### config.mk
export PLATFORM = sky130hd
export DESIGN_NAME = jalali_to_gregorian_date_flat
export DESIGN_NICKNAME = d
export VERILOG_FILES = /design/src/rtl/core/j2g_pkg.sv /design/src/rtl/core/j2g_if.sv /design/src/rtl/core/j2g_month_find.sv /design/src/rtl/core/jalali_to_gregorian_date.sv /design/src/flat_wrapper.sv
export VERILOG_INCLUDE_DIRS = /design/src /design/src/rtl/core
export SDC_FILE = /design/constraint.sdc
export NUM_CORES = 1
export LEC_CHECK = 0
export BUFFER_PORTS_ARGS = -buffer_cell sky130_fd_sc_hd__buf_2
export CAP_MARGIN = 20
export CORE_ASPECT_RATIO = 1.4
export CORE_MARGIN = 5
export CORE_UTILIZATION = 41
export CTS_CLUSTER_DIAMETER = 40
export DETAILED_ROUTE_END_ITERATION = 8
export GPL_TIMING_DRIVEN = 0
export PLACE_DENSITY = 0.58
export SYNTH_ARGS = -nofsm -noshare
export SYNTH_HDL_FRONTEND = slang
export SYNTH_SLANG_ARGS = --single-unit
export TNS_END_PERCENT = 30
### constraint.sdc
create_clock -name clk -period 8.3 [get_ports clk]
set_clock_uncertainty 0.1 [all_clocks]
set_input_delay 0 -clock clk [delete_from_list [all_inputs] [get_ports clk]]
set_output_delay 0 -clock clk [all_outputs]
set_load 0.1 [all_outputs]
### src/rtl/core/jalali_to_gregorian_date_assert.svh
// Assertion macros for the Jalali to Gregorian date converter.
// Each macro expects clk and rst_n in the scope where it is used.
// Defining SYNTH leaves the macros with empty bodies.
`ifndef JALALI_TO_GREGORIAN_DATE_ASSERT_SVH
`define JALALI_TO_GREGORIAN_DATE_ASSERT_SVH

`ifndef SYNTH
`define J2G_ASSERT(label, prop, msg) \
    label: assert property (@(posedge clk) disable iff (!rst_n) (prop)) else $error(msg);
`define J2G_ASSERT_NEXT(label, ante, cons, msg) \
    label: assert property (@(posedge clk) disable iff (!rst_n) (ante) |=> (cons)) \
        else $error(msg);
`else
`define J2G_ASSERT(label, prop, msg)
`define J2G_ASSERT_NEXT(label, ante, cons, msg)
`endif

`endif

### src/rtl/core/j2g_pkg.sv
// Shared constants and helper functions for the Jalali to Gregorian converter.
// No dependencies; used by the month finder and the top level.
`timescale 1ns / 1ps

package j2g_pkg;

    localparam int unsigned STAGES     = 13;

    localparam int unsigned JY_OFFSET  = 1595;
    localparam int unsigned DAY_BASE   = 355668;
    localparam int unsigned DAYS_400Y  = 146097;
    localparam int unsigned DAYS_100Y  = 36524;
    localparam int unsigned DAYS_4Y    = 1461;
    localparam int unsigned DAYS_YEAR  = 365;
    localparam int unsigned FIRST_HALF = 186;
    localparam int unsigned CYCLE_33   = 33;

    // Reciprocal estimates: K is the dividend width, so the estimate is
    // the true quotient or one below it.
    localparam int unsigned DIV33_K    = 13;
    localparam int unsigned DIV33_M    = (1 << DIV33_K) / CYCLE_33;
    localparam int unsigned DIV400_K   = 21;
    localparam int unsigned DIV400_M   = (1 << DIV400_K) / DAYS_400Y;
    localparam int unsigned DIV100_K   = 18;
    localparam int unsigned DIV100_M   = (1 << DIV100_K) / DAYS_100Y;
    localparam int unsigned DIV4_K     = 16;
    localparam int unsigned DIV4_M     = (1 << DIV4_K) / DAYS_4Y;

    // Day offset of the first day of a Jalali month, minus one day.
    function automatic logic signed [9:0] month_offset(input logic [3:0] jm);
        int v;
        if (jm < 4'd7)
            v = (int'(jm) - 1) * 31;
        else
            v = (int'(jm) - 7) * 30 + int'(FIRST_HALF);
        return 10'(v);
    endfunction

    // Days in the Gregorian year up to and including month m.
    function automatic logic [8:0] cum_days(input logic [3:0] m, input logic leap);
        logic [8:0] c;
        case (m)
            4'd0:    c = 9'd0;
            4'd1:    c = 9'd31;
            4'd2:    c = 9'd59;
            4'd3:    c = 9'd90;
            4'd4:    c = 9'd120;
            4'd5:    c = 9'd151;
            4'd6:    c = 9'd181;
            4'd7:    c = 9'd212;
            4'd8:    c = 9'd243;
            4'd9:    c = 9'd273;
            4'd10:   c = 9'd304;
            4'd11:   c = 9'd334;
            default: c = 9'd365;
        endcase
        if (leap && m >= 4'd2)
            c = c + 9'd1;
        return c;
    endfunction

endpackage

### src/rtl/core/j2g_if.sv
// Valid/ready channel interfaces for Jalali dates in and Gregorian dates out.
// Stand-alone; widths follow the date field definitions.
`timescale 1ns / 1ps

interface j2g_in_if;
    logic        valid;
    logic        ready;
    logic [11:0] persian_year;
    logic [3:0]  persian_month;
    logic [4:0]  persian_day;

    modport source (output valid, output persian_year, output persian_month,
                    output persian_day, input ready);
    modport sink   (input valid, input persian_year, input persian_month,
                    input persian_day, output ready);
endinterface

interface j2g_out_if;
    logic        valid;
    logic        ready;
    logic [11:0] gregorian_year;
    logic [3:0]  gregorian_month;
    logic [4:0]  gregorian_day;

    modport source (output valid, output gregorian_year, output gregorian_month,
                    output gregorian_day, input ready);
    modport sink   (input valid, input gregorian_year, input gregorian_month,
                    input gregorian_day, output ready);
endinterface

### src/rtl/core/j2g_month_find.sv
// Month search: splits a 1-based day of year into month and day of month.
// Depends on j2g_pkg for the cumulative month length table.
`timescale 1ns / 1ps

module j2g_month_find (
    input  logic [8:0] day_of_year,
    input  logic       leap,
    output logic [3:0] month,
    output logic [4:0] mday
);

    logic [8:0] base;

    // Smallest month whose cumulative length covers the day; 13 if none.
    always_comb
    begin
        month = 4'd13;
        base  = j2g_pkg::cum_days(4'd12, leap);
        for (int k = 12; k >= 1; k--)
        begin
            if (day_of_year <= j2g_pkg::cum_days(4'(k), leap))
            begin
                month = 4'(k);
                base  = j2g_pkg::cum_days(4'(k - 1), leap);
            end
        end
        mday = 5'(day_of_year - base);
    end

endmodule

### src/rtl/core/jalali_to_gregorian_date.sv
// Jalali to Gregorian date converter, 13-stage pipeline.
// An accepted transaction passes through the stage registers A to M before its result is on the output.
// Throughput: one transaction per cycle while the output is ready; stages advance independently, so
// bubbles close up under backpressure and a full pipeline stalls intact.
// Reset clears only the stage valid bits; data registers are not reset.
// Depends on j2g_pkg, j2g_if, j2g_month_find and the assertion header.
`timescale 1ns / 1ps

`include "jalali_to_gregorian_date_assert.svh"

module jalali_to_gregorian_date (
    input  logic      clk,
    input  logic      rst_n,
    j2g_in_if.sink    jalali,
    j2g_out_if.source gregorian
);

    localparam int unsigned NS = j2g_pkg::STAGES;

    logic [NS-1:0] v_reg;
    logic [NS-1:0] v_next;
    logic [NS-1:0] adv;

    // Stage A
    logic [12:0]        jy_a_reg, jy_a_next;
    logic signed [9:0]  md_a_reg, md_a_next;
    // Stage B
    logic [12:0]        jy_b_reg, jy_b_next;
    logic [7:0]         q33e_b_reg, q33e_b_next;
    logic signed [9:0]  md_b_reg, md_b_next;
    logic [20:0]        p33;
    // Stage C
    logic [12:0]        jy_c_reg, jy_c_next;
    logic signed [11:0] t_c_reg, t_c_next;
    logic [12:0]        r33_full;
    logic [6:0]         r33_0;
    logic [7:0]         q33;
    logic [5:0]         r33;
    logic [3:0]         lt;
    // Stage D
    logic [20:0]        days_d_reg, days_d_next;
    logic [22:0]        jy365;
    // Stage E
    logic [20:0]        days_e_reg, days_e_next;
    logic [3:0]         q400e_e_reg, q400e_e_next;
    logic [24:0]        p400;
    // Stage F
    logic [3:0]         q400_f_reg, q400_f_next;
    logic [17:0]        r400_f_reg, r400_f_next;
    logic [20:0]        r400_full;
    logic [18:0]        r400_0;
    // Stage G
    logic [3:0]         q400_g_reg, q400_g_next;
    logic               cent_g_reg, cent_g_next;
    logic [17:0]        t_g_reg, t_g_next;
    logic [1:0]         q100e_g_reg, q100e_g_next;
    logic [20:0]        p100;
    // Stage H
    logic [3:0]         q400_h_reg, q400_h_next;
    logic [1:0]         q100_h_reg, q100_h_next;
    logic [15:0]        r_h_reg, r_h_next;
    logic [17:0]        r100_full;
    logic [16:0]        r100_0;
    logic [15:0]        r100;
    logic [1:0]         q100c;
    // Stage I
    logic [3:0]         q400_i_reg, q400_i_next;
    logic [1:0]         q100_i_reg, q100_i_next;
    logic [15:0]        r_i_reg, r_i_next;
    logic [4:0]         q4e_i_reg, q4e_i_next;
    logic [21:0]        p4;
    // Stage J
    logic [3:0]         q400_j_reg, q400_j_next;
    logic [1:0]         q100_j_reg, q100_j_next;
    logic [4:0]         q4_j_reg, q4_j_next;
    logic [10:0]        r4_j_reg, r4_j_next;
    logic [15:0]        r4_full;
    logic [11:0]        r4_0;
    // Stage K
    logic [3:0]         q400_k_reg, q400_k_next;
    logic [1:0]         q100_k_reg, q100_k_next;
    logic [4:0]         q4_k_reg, q4_k_next;
    logic [1:0]         q1_k_reg, q1_k_next;
    logic [8:0]         gd_k_reg, gd_k_next;
    logic [10:0]        u1;
    logic [10:0]        rem1;
    // Stage L
    logic [12:0]        gy_l_reg, gy_l_next;
    logic               leap_l_reg, leap_l_next;
    logic [8:0]         gd_l_reg, gd_l_next;
    // Stage M (output)
    logic [11:0]        gy_m_reg, gy_m_next;
    logic [3:0]         gm_m_reg, gm_m_next;
    logic [4:0]         gd_m_reg, gd_m_next;

    // ---------------------------------------------------------------
    // Flow control: a stage advances when it is empty or the next one does.
    always_comb
    begin
        adv[NS-1] = !v_reg[NS-1] || gregorian.ready;
        for (int i = NS - 2; i >= 0; i--)
            adv[i] = !v_reg[i] || adv[i+1];
        v_next[0] = jalali.valid;
        for (int i = 1; i < NS; i++)
            v_next[i] = v_reg[i-1];
    end

    assign jalali.ready    = adv[0];
    assign gregorian.valid = v_reg[NS-1];
    assign gregorian.gregorian_year  = gy_m_reg;
    assign gregorian.gregorian_month = gm_m_reg;
    assign gregorian.gregorian_day   = gd_m_reg;

    always_ff @(posedge clk or negedge rst_n)
    begin
        if (!rst_n)
        begin
            v_reg <= '0;
        end
        else
        begin
            for (int i = 0; i < NS; i++)
                if (adv[i])
                    v_reg[i] <= v_next[i];
        end
    end

    // ---------------------------------------------------------------
    // A: year offset and month/day offset within the Jalali year
    always_comb
    begin
        jy_a_next = 13'(jalali.persian_year) + 13'(j2g_pkg::JY_OFFSET);
        md_a_next = j2g_pkg::month_offset(jalali.persian_month)
                  + $signed({5'b0, jalali.persian_day});
    end

    // B: estimate jy / 33
    always_comb
    begin
        p33         = 21'(jy_a_reg) * 21'(j2g_pkg::DIV33_M);
        q33e_b_next = 8'(p33 >> j2g_pkg::DIV33_K);
        jy_b_next   = jy_a_reg;
        md_b_next   = md_a_reg;
    end

    // C: correct the quotient, then sum the leap-day and month terms
    always_comb
    begin
        r33_full = jy_b_reg - 13'(13'(q33e_b_reg) * 13'(j2g_pkg::CYCLE_33));
        r33_0    = r33_full[6:0];
        if (r33_0 >= 7'(j2g_pkg::CYCLE_33))
        begin
            q33 = q33e_b_reg + 8'd1;
            r33 = 6'(r33_0 - 7'(j2g_pkg::CYCLE_33));
        end
        else
        begin
            q33 = q33e_b_reg;
            r33 = r33_0[5:0];
        end
        lt        = 4'((7'(r33) + 7'd3) >> 2);
        t_c_next  = $signed({1'b0, q33, 3'b000}) + $signed({8'b0, lt}) + 12'(md_b_reg);
        jy_c_next = jy_b_reg;
    end

    // D: running day count
    always_comb
    begin
        jy365       = 23'(jy_c_reg) * 23'(j2g_pkg::DAYS_YEAR);
        days_d_next = 21'(jy365 - 23'(j2g_pkg::DAY_BASE) + 23'(t_c_reg));
    end

    // E: estimate days / 146097
    always_comb
    begin
        p400         = 25'(days_d_reg) * 25'(j2g_pkg::DIV400_M);
        q400e_e_next = 4'(p400 >> j2g_pkg::DIV400_K);
        days_e_next  = days_d_reg;
    end

    // F: correct the 400-year quotient
    always_comb
    begin
        r400_full = days_e_reg - 21'(21'(q400e_e_reg) * 21'(j2g_pkg::DAYS_400Y));
        r400_0    = r400_full[18:0];
        if (r400_0 >= 19'(j2g_pkg::DAYS_400Y))
        begin
            q400_f_next = q400e_e_reg + 4'd1;
            r400_f_next = 18'(r400_0 - 19'(j2g_pkg::DAYS_400Y));
        end
        else
        begin
            q400_f_next = q400e_e_reg;
            r400_f_next = r400_0[17:0];
        end
    end

    // G: century branch, estimate the century quotient
    always_comb
    begin
        cent_g_next  = r400_f_reg > 18'(j2g_pkg::DAYS_100Y);
        t_g_next     = cent_g_next ? r400_f_reg - 18'd1 : r400_f_reg;
        p100         = 21'(t_g_next) * 21'(j2g_pkg::DIV100_M);
        q100e_g_next = 2'(p100 >> j2g_pkg::DIV100_K);
        q400_g_next  = q400_f_reg;
    end

    // H: correct the century quotient, add the skipped century leap day back
    always_comb
    begin
        r100_full = t_g_reg - 18'(18'(q100e_g_reg) * 18'(j2g_pkg::DAYS_100Y));
        r100_0    = r100_full[16:0];
        if (r100_0 >= 17'(j2g_pkg::DAYS_100Y))
        begin
            q100c = q100e_g_reg + 2'd1;
            r100  = 16'(r100_0 - 17'(j2g_pkg::DAYS_100Y));
        end
        else
        begin
            q100c = q100e_g_reg;
            r100  = r100_0[15:0];
        end
        if (cent_g_reg)
        begin
            q100_h_next = q100c;
            r_h_next    = (r100 >= 16'(j2g_pkg::DAYS_YEAR)) ? r100 + 16'd1 : r100;
        end
        else
        begin
            q100_h_next = 2'd0;
            r_h_next    = t_g_reg[15:0];
        end
        q400_h_next = q400_g_reg;
    end

    // I: estimate the 4-year quotient
    always_comb
    begin
        p4          = 22'(r_h_reg) * 22'(j2g_pkg::DIV4_M);
        q4e_i_next  = 5'(p4 >> j2g_pkg::DIV4_K);
        r_i_next    = r_h_reg;
        q400_i_next = q400_h_reg;
        q100_i_next = q100_h_reg;
    end

    // J: correct the 4-year quotient
    always_comb
    begin
        r4_full = r_i_reg - 16'(16'(q4e_i_reg) * 16'(j2g_pkg::DAYS_4Y));
        r4_0    = r4_full[11:0];
        if (r4_0 >= 12'(j2g_pkg::DAYS_4Y))
        begin
            q4_j_next = q4e_i_reg + 5'd1;
            r4_j_next = 11'(r4_0 - 12'(j2g_pkg::DAYS_4Y));
        end
        else
        begin
            q4_j_next = q4e_i_reg;
            r4_j_next = r4_0[10:0];
        end
        q400_j_next = q400_i_reg;
        q100_j_next = q100_i_reg;
    end

    // K: single years inside the 4-year block; first year holds the leap day
    always_comb
    begin
        u1   = r4_j_reg - 11'd1;
        rem1 = r4_j_reg;
        if (r4_j_reg > 11'(j2g_pkg::DAYS_YEAR))
        begin
            if (u1 >= 11'(3 * j2g_pkg::DAYS_YEAR))
            begin
                q1_k_next = 2'd3;
                rem1      = u1 - 11'(3 * j2g_pkg::DAYS_YEAR);
            end
            else if (u1 >= 11'(2 * j2g_pkg::DAYS_YEAR))
            begin
                q1_k_next = 2'd2;
                rem1      = u1 - 11'(2 * j2g_pkg::DAYS_YEAR);
            end
            else
            begin
                q1_k_next = 2'd1;
                rem1      = u1 - 11'(j2g_pkg::DAYS_YEAR);
            end
        end
        else
        begin
            q1_k_next = 2'd0;
        end
        gd_k_next   = 9'(rem1) + 9'd1;
        q400_k_next = q400_j_reg;
        q100_k_next = q100_j_reg;
        q4_k_next   = q4_j_reg;
    end

    // L: assemble the year; leap test follows from the period digits
    always_comb
    begin
        gy_l_next   = 13'(q400_k_reg) * 13'd400 + 13'(q100_k_reg) * 13'd100
                    + 13'(q4_k_reg) * 13'd4 + 13'(q1_k_reg);
        leap_l_next = (q1_k_reg == 2'd0) && ((q4_k_reg != 5'd0) || (q100_k_reg == 2'd0));
        gd_l_next   = gd_k_reg;
    end

    // M: month search into the output register
    j2g_month_find u_month (
        .day_of_year (gd_l_reg),
        .leap        (leap_l_reg),
        .month       (gm_m_next),
        .mday        (gd_m_next)
    );

    assign gy_m_next = gy_l_reg[11:0];

    // ---------------------------------------------------------------
    always_ff @(posedge clk)
    begin
        if (adv[0])
        begin
            jy_a_reg <= jy_a_next;
            md_a_reg <= md_a_next;
        end
        if (adv[1])
        begin
            jy_b_reg   <= jy_b_next;
            q33e_b_reg <= q33e_b_next;
            md_b_reg   <= md_b_next;
        end
        if (adv[2])
        begin
            jy_c_reg <= jy_c_next;
            t_c_reg  <= t_c_next;
        end
        if (adv[3])
            days_d_reg <= days_d_next;
        if (adv[4])
        begin
            days_e_reg  <= days_e_next;
            q400e_e_reg <= q400e_e_next;
        end
        if (adv[5])
        begin
            q400_f_reg <= q400_f_next;
            r400_f_reg <= r400_f_next;
        end
        if (adv[6])
        begin
            q400_g_reg  <= q400_g_next;
            cent_g_reg  <= cent_g_next;
            t_g_reg     <= t_g_next;
            q100e_g_reg <= q100e_g_next;
        end
        if (adv[7])
        begin
            q400_h_reg <= q400_h_next;
            q100_h_reg <= q100_h_next;
            r_h_reg    <= r_h_next;
        end
        if (adv[8])
        begin
            q400_i_reg <= q400_i_next;
            q100_i_reg <= q100_i_next;
            r_i_reg    <= r_i_next;
            q4e_i_reg  <= q4e_i_next;
        end
        if (adv[9])
        begin
            q400_j_reg <= q400_j_next;
            q100_j_reg <= q100_j_next;
            q4_j_reg   <= q4_j_next;
            r4_j_reg   <= r4_j_next;
        end
        if (adv[10])
        begin
            q400_k_reg <= q400_k_next;
            q100_k_reg <= q100_k_next;
            q4_k_reg   <= q4_k_next;
            q1_k_reg   <= q1_k_next;
            gd_k_reg   <= gd_k_next;
        end
        if (adv[11])
        begin
            gy_l_reg   <= gy_l_next;
            leap_l_reg <= leap_l_next;
            gd_l_reg   <= gd_l_next;
        end
        if (adv[12])
        begin
            gy_m_reg <= gy_m_next;
            gm_m_reg <= gm_m_next;
            gd_m_reg <= gd_m_next;
        end
    end

    // ---------------------------------------------------------------
    `J2G_ASSERT(a_r400_range, !v_reg[5] || (r400_f_reg < 18'(j2g_pkg::DAYS_400Y)), "400-year remainder out of range")
    `J2G_ASSERT(a_q400_range, !v_reg[5] || (q400_f_reg <= 4'd11), "400-year quotient out of range")
    `J2G_ASSERT(a_r4_range, !v_reg[9] || (r4_j_reg < 11'(j2g_pkg::DAYS_4Y)), "4-year remainder out of range")
    `J2G_ASSERT(a_gd_range, !v_reg[10] || ((gd_k_reg != 9'd0) && (gd_k_reg <= 9'd366)), "day of year out of range")
    `J2G_ASSERT(a_stall_full, adv[0] || ((&v_reg) && !gregorian.ready), "input stalled with a free stage")
    `J2G_ASSERT_NEXT(a_drain, v_reg[NS-1] && gregorian.ready && !v_reg[NS-2], !v_reg[NS-1], "output transaction repeated")

endmodule
### src/flat_wrapper.sv
// flat-port wrapper written by rule: the top's interface ports become plain ports
module jalali_to_gregorian_date_flat 
  (clk, rst_n, jalali_valid, jalali_persian_year, jalali_persian_month, jalali_persian_day, jalali_ready, gregorian_valid, gregorian_gregorian_year, gregorian_gregorian_month, gregorian_gregorian_day, gregorian_ready);
  j2g_in_if jalali_i ();
  j2g_out_if gregorian_i ();
  input  logic clk;
  input  logic rst_n;
  input wire logic [$bits(jalali_i.valid)-1:0] jalali_valid;
  input wire logic [$bits(jalali_i.persian_year)-1:0] jalali_persian_year;
  input wire logic [$bits(jalali_i.persian_month)-1:0] jalali_persian_month;
  input wire logic [$bits(jalali_i.persian_day)-1:0] jalali_persian_day;
  output wire logic [$bits(jalali_i.ready)-1:0] jalali_ready;
  output wire logic [$bits(gregorian_i.valid)-1:0] gregorian_valid;
  output wire logic [$bits(gregorian_i.gregorian_year)-1:0] gregorian_gregorian_year;
  output wire logic [$bits(gregorian_i.gregorian_month)-1:0] gregorian_gregorian_month;
  output wire logic [$bits(gregorian_i.gregorian_day)-1:0] gregorian_gregorian_day;
  input wire logic [$bits(gregorian_i.ready)-1:0] gregorian_ready;
  assign jalali_i.valid = jalali_valid;
  assign jalali_i.persian_year = jalali_persian_year;
  assign jalali_i.persian_month = jalali_persian_month;
  assign jalali_i.persian_day = jalali_persian_day;
  assign jalali_ready = jalali_i.ready;
  assign gregorian_valid = gregorian_i.valid;
  assign gregorian_gregorian_year = gregorian_i.gregorian_year;
  assign gregorian_gregorian_month = gregorian_i.gregorian_month;
  assign gregorian_gregorian_day = gregorian_i.gregorian_day;
  assign gregorian_i.ready = gregorian_ready;
  jalali_to_gregorian_date u_core (.clk(clk), .rst_n(rst_n), .jalali(jalali_i), .gregorian(gregorian_i));
endmodule
==> metrics <==
Crit Path Max Fanout 10; antenna viol nets, final 0; Pins Over Slew Limit 0; Critical Setup Path Class flip-flop to flip-flop; H-tree Lvls 2; Post-route DRC 0; fin crit period 6.263 ns; Placed Cells 3504; crit end category flip-flop; vias in the first global route 20010; CTS resizes 0; YS warnings 0; M1 WL 19.54 mm; initial antenna violation count 1; largest net degree at the start of global routing 33; Mapped Nets 3185; met3 wire length 1.374 mm; worst hold margin 0.05925 ns; Core ar. 67720 sq um; met2 routed WL 33.60 mm; Final setup viols 0; I/O pin cnt 48; Avg Inst Size Synth 10.76 sq um; HPWL Detailed about 47 mm; first-pass GRT wire length around 96 mm; vias between 15000 and 20000; ratio of cells with drive above 1 in the final layout 8.168%; CP required 8.56 ns; max layer used met4; RePlAce Congestion 0.8567; I/O Buffers 46; status completed; critical path data arrival time 6.52 ns; synthesis-to-finish area growth 12.94%; nets 3317; worst skew pair latency 0.61 ns; most frequent cell on the critical path a21oi_1; final std cells w/o fill 3629; Clock Path Buffers 3; slowest stage delay, CP 0.60 ns; GRT Overall Usage 15.71%; max-cap violations 0; detailed-route wire length 56.73 mm; Tightest Hold Check Type primary input to flip-flop; initial core utilization 41.20%; clock transition at the registers of the reported paths 0.06 ns; RSZ-0062 raised after global routing false; vias per cell 5.115; Crit-path slowest cell or4_1; number of placement rows 113; register area share after synthesis 33.56%; Netlist cell types 103; Tightest Pin Transition 0.9732 ns; Slew HR 34.96%; synthesis-stage register bit count 314; Fin Setup TNS 0 ns; Fillers 6155; Mapped Area roughly 28000 sq um; count of final hold-check violations 0; grt ovf 0; starting DRC count in detailed routing 577; diodes inserted 0; die width 230.5 microns; Mapped Cells 2593; WL/cell 15.63 microns; ys flop type edfxtp_1; CTS buffer count 50; CTS tree built; ys async rst share under 10%; f_max 159.7 MHz; chip height 318.7 microns; die area 73440 sq um; clk root buf clkbuf_16; Post-synth EDFFs 301; clock tree sinks roughly 310; TritonRoute pass-1 iters 5; fin crit share 75.45%; startpoint types flip-flop; max FFs per register 21
final cells by class:
cell class                 count  area [sq um]  share of cell area (%)
sequential                   314          9364                   29.71
inverter                     396          1486                   4.717
clock buffer                  52          1259                   3.994
tap                          862          1079                   3.423
clock inverter                42         658.1                   2.088
buffer                        30         132.6                  0.4209
multi-input combinational   1853         16920                   53.70
timing repair buffer          80         610.6                   1.938
cells in the mapped netlist, types with 28 or more instances:
| cell type | number | share of area, % |
|---|---|---|
| nand2b_1 | 30 | 0.67 |
| a21oi_1 | 137 | 2.5 |
| xnor2_1 | 181 | 5.7 |
| nor3_1 | 41 | 0.74 |
| edfxtp_1 | 301 | 32 |
| o21ai_0 | 90 | 1.6 |
| a21o_1 | 50 | 1.3 |
| nand3_1 | 48 | 0.86 |
| inv_1 | 396 | 5.3 |
| ha_1 | 375 | 17 |
| o21bai_1 | 28 | 0.75 |
| fa_1 | 192 | 14 |
| xor2_1 | 84 | 2.6 |
| nand2_1 | 139 | 1.9 |
| nor2_1 | 132 | 1.8 |
stage by stage:
stage | area, sq um | utilization [%] | worst slack, ns
floorplan | 27900 | - | 2.148
global placement | 29210 | 43.13 | 2.103
detailed placement | 29290 | 43.24 | 1.913
CTS | 31510 | 46.53 | 1.904
global route | 31510 | 46.53 | 1.511
finish | 31510 | 46.53 | 2.037
per-layer routing:
layer	GRT usage, %	vias up
met3	2.024	121
met1	14.97	9007
met2	33.07	235
met4	5.901	0
met5	0	-
li1	-	9199
what timing repair did:
action | 4_1_cts | 5_1_grt
setup buffers | 0 | 0
hold buffers | 31 | 0
endpoints found under the hold margin | 35 | 0
setup endpoints to repair | 0 | 0
worst paths after layout:
kind                            cells past startpoint                                      endpoint                            from  slack [ns]
worst min register to register                      0  u_core.gregorian.gregorian_year[6]$_DFFE_PP_    u_core.gy_l_reg[6]$_DFFE_PP_        0.31
worst min-delay path                                3                  u_core.md_a_reg[0]$_DFFE_PP_         jalali_persian_month[3]        0.06
min in group asynchronous                           3                   u_core.v_reg[5]$_DFFE_PN0P_                           rst_n        0.52
max in group asynchronous                           3                   u_core.v_reg[1]$_DFFE_PN0P_                           rst_n        7.01
worst max register to register                     28                  u_core.t_c_reg[11]$_DFFE_PP_  u_core.q33e_b_reg[0]$_DFFE_PP_        2.04
worst max-delay path                               28                  u_core.t_c_reg[11]$_DFFE_PP_  u_core.q33e_b_reg[0]$_DFFE_PP_        2.04
critical path: cells and delay by family (launching register included):
| family | cells | cell delay [ns] |
|---|---|---|
| compound gates | 12 | 1.92 |
| fa+ha+maj | 5 | 1.41 |
| simple gates | 5 | 1.41 |
| flops | 1 | 0.52 |
| xor+xnor | 3 | 0.44 |
| buf+inv | 3 | 0.20 |
kinds of logic after synthesis:
group / after synthesis / synth area share (%)
DFF: 314 / 33.56
adders and majority gates: 567 / 30.59
AOI/OAI and AO/OA: 470 / 11.37
and+or+nand+nor: 523 / 9.175
xor gates and xnor gates: 268 / 8.534
muxes: 25 / 0.9641
buffers and inverters: 426 / 5.803
cell usage in the layout, fill, tap and decap left out, types with 41 or more instances in the layout:
cell and instances:
nand3_1 47, ha_1 375, a21oi_1 137, fa_1 192
clkbuf_16 50, xor2_1 84, edfxtp_1 301, buf_2 52
o21ai_0 90, nand2_1 139, xnor2_1 181, a21o_1 50
nor3_1 41, nor2_1 132, inv_1 396
Power is not shown: default switching activity piles up to over one toggle a cycle in this logic, so the estimate is an artifact.
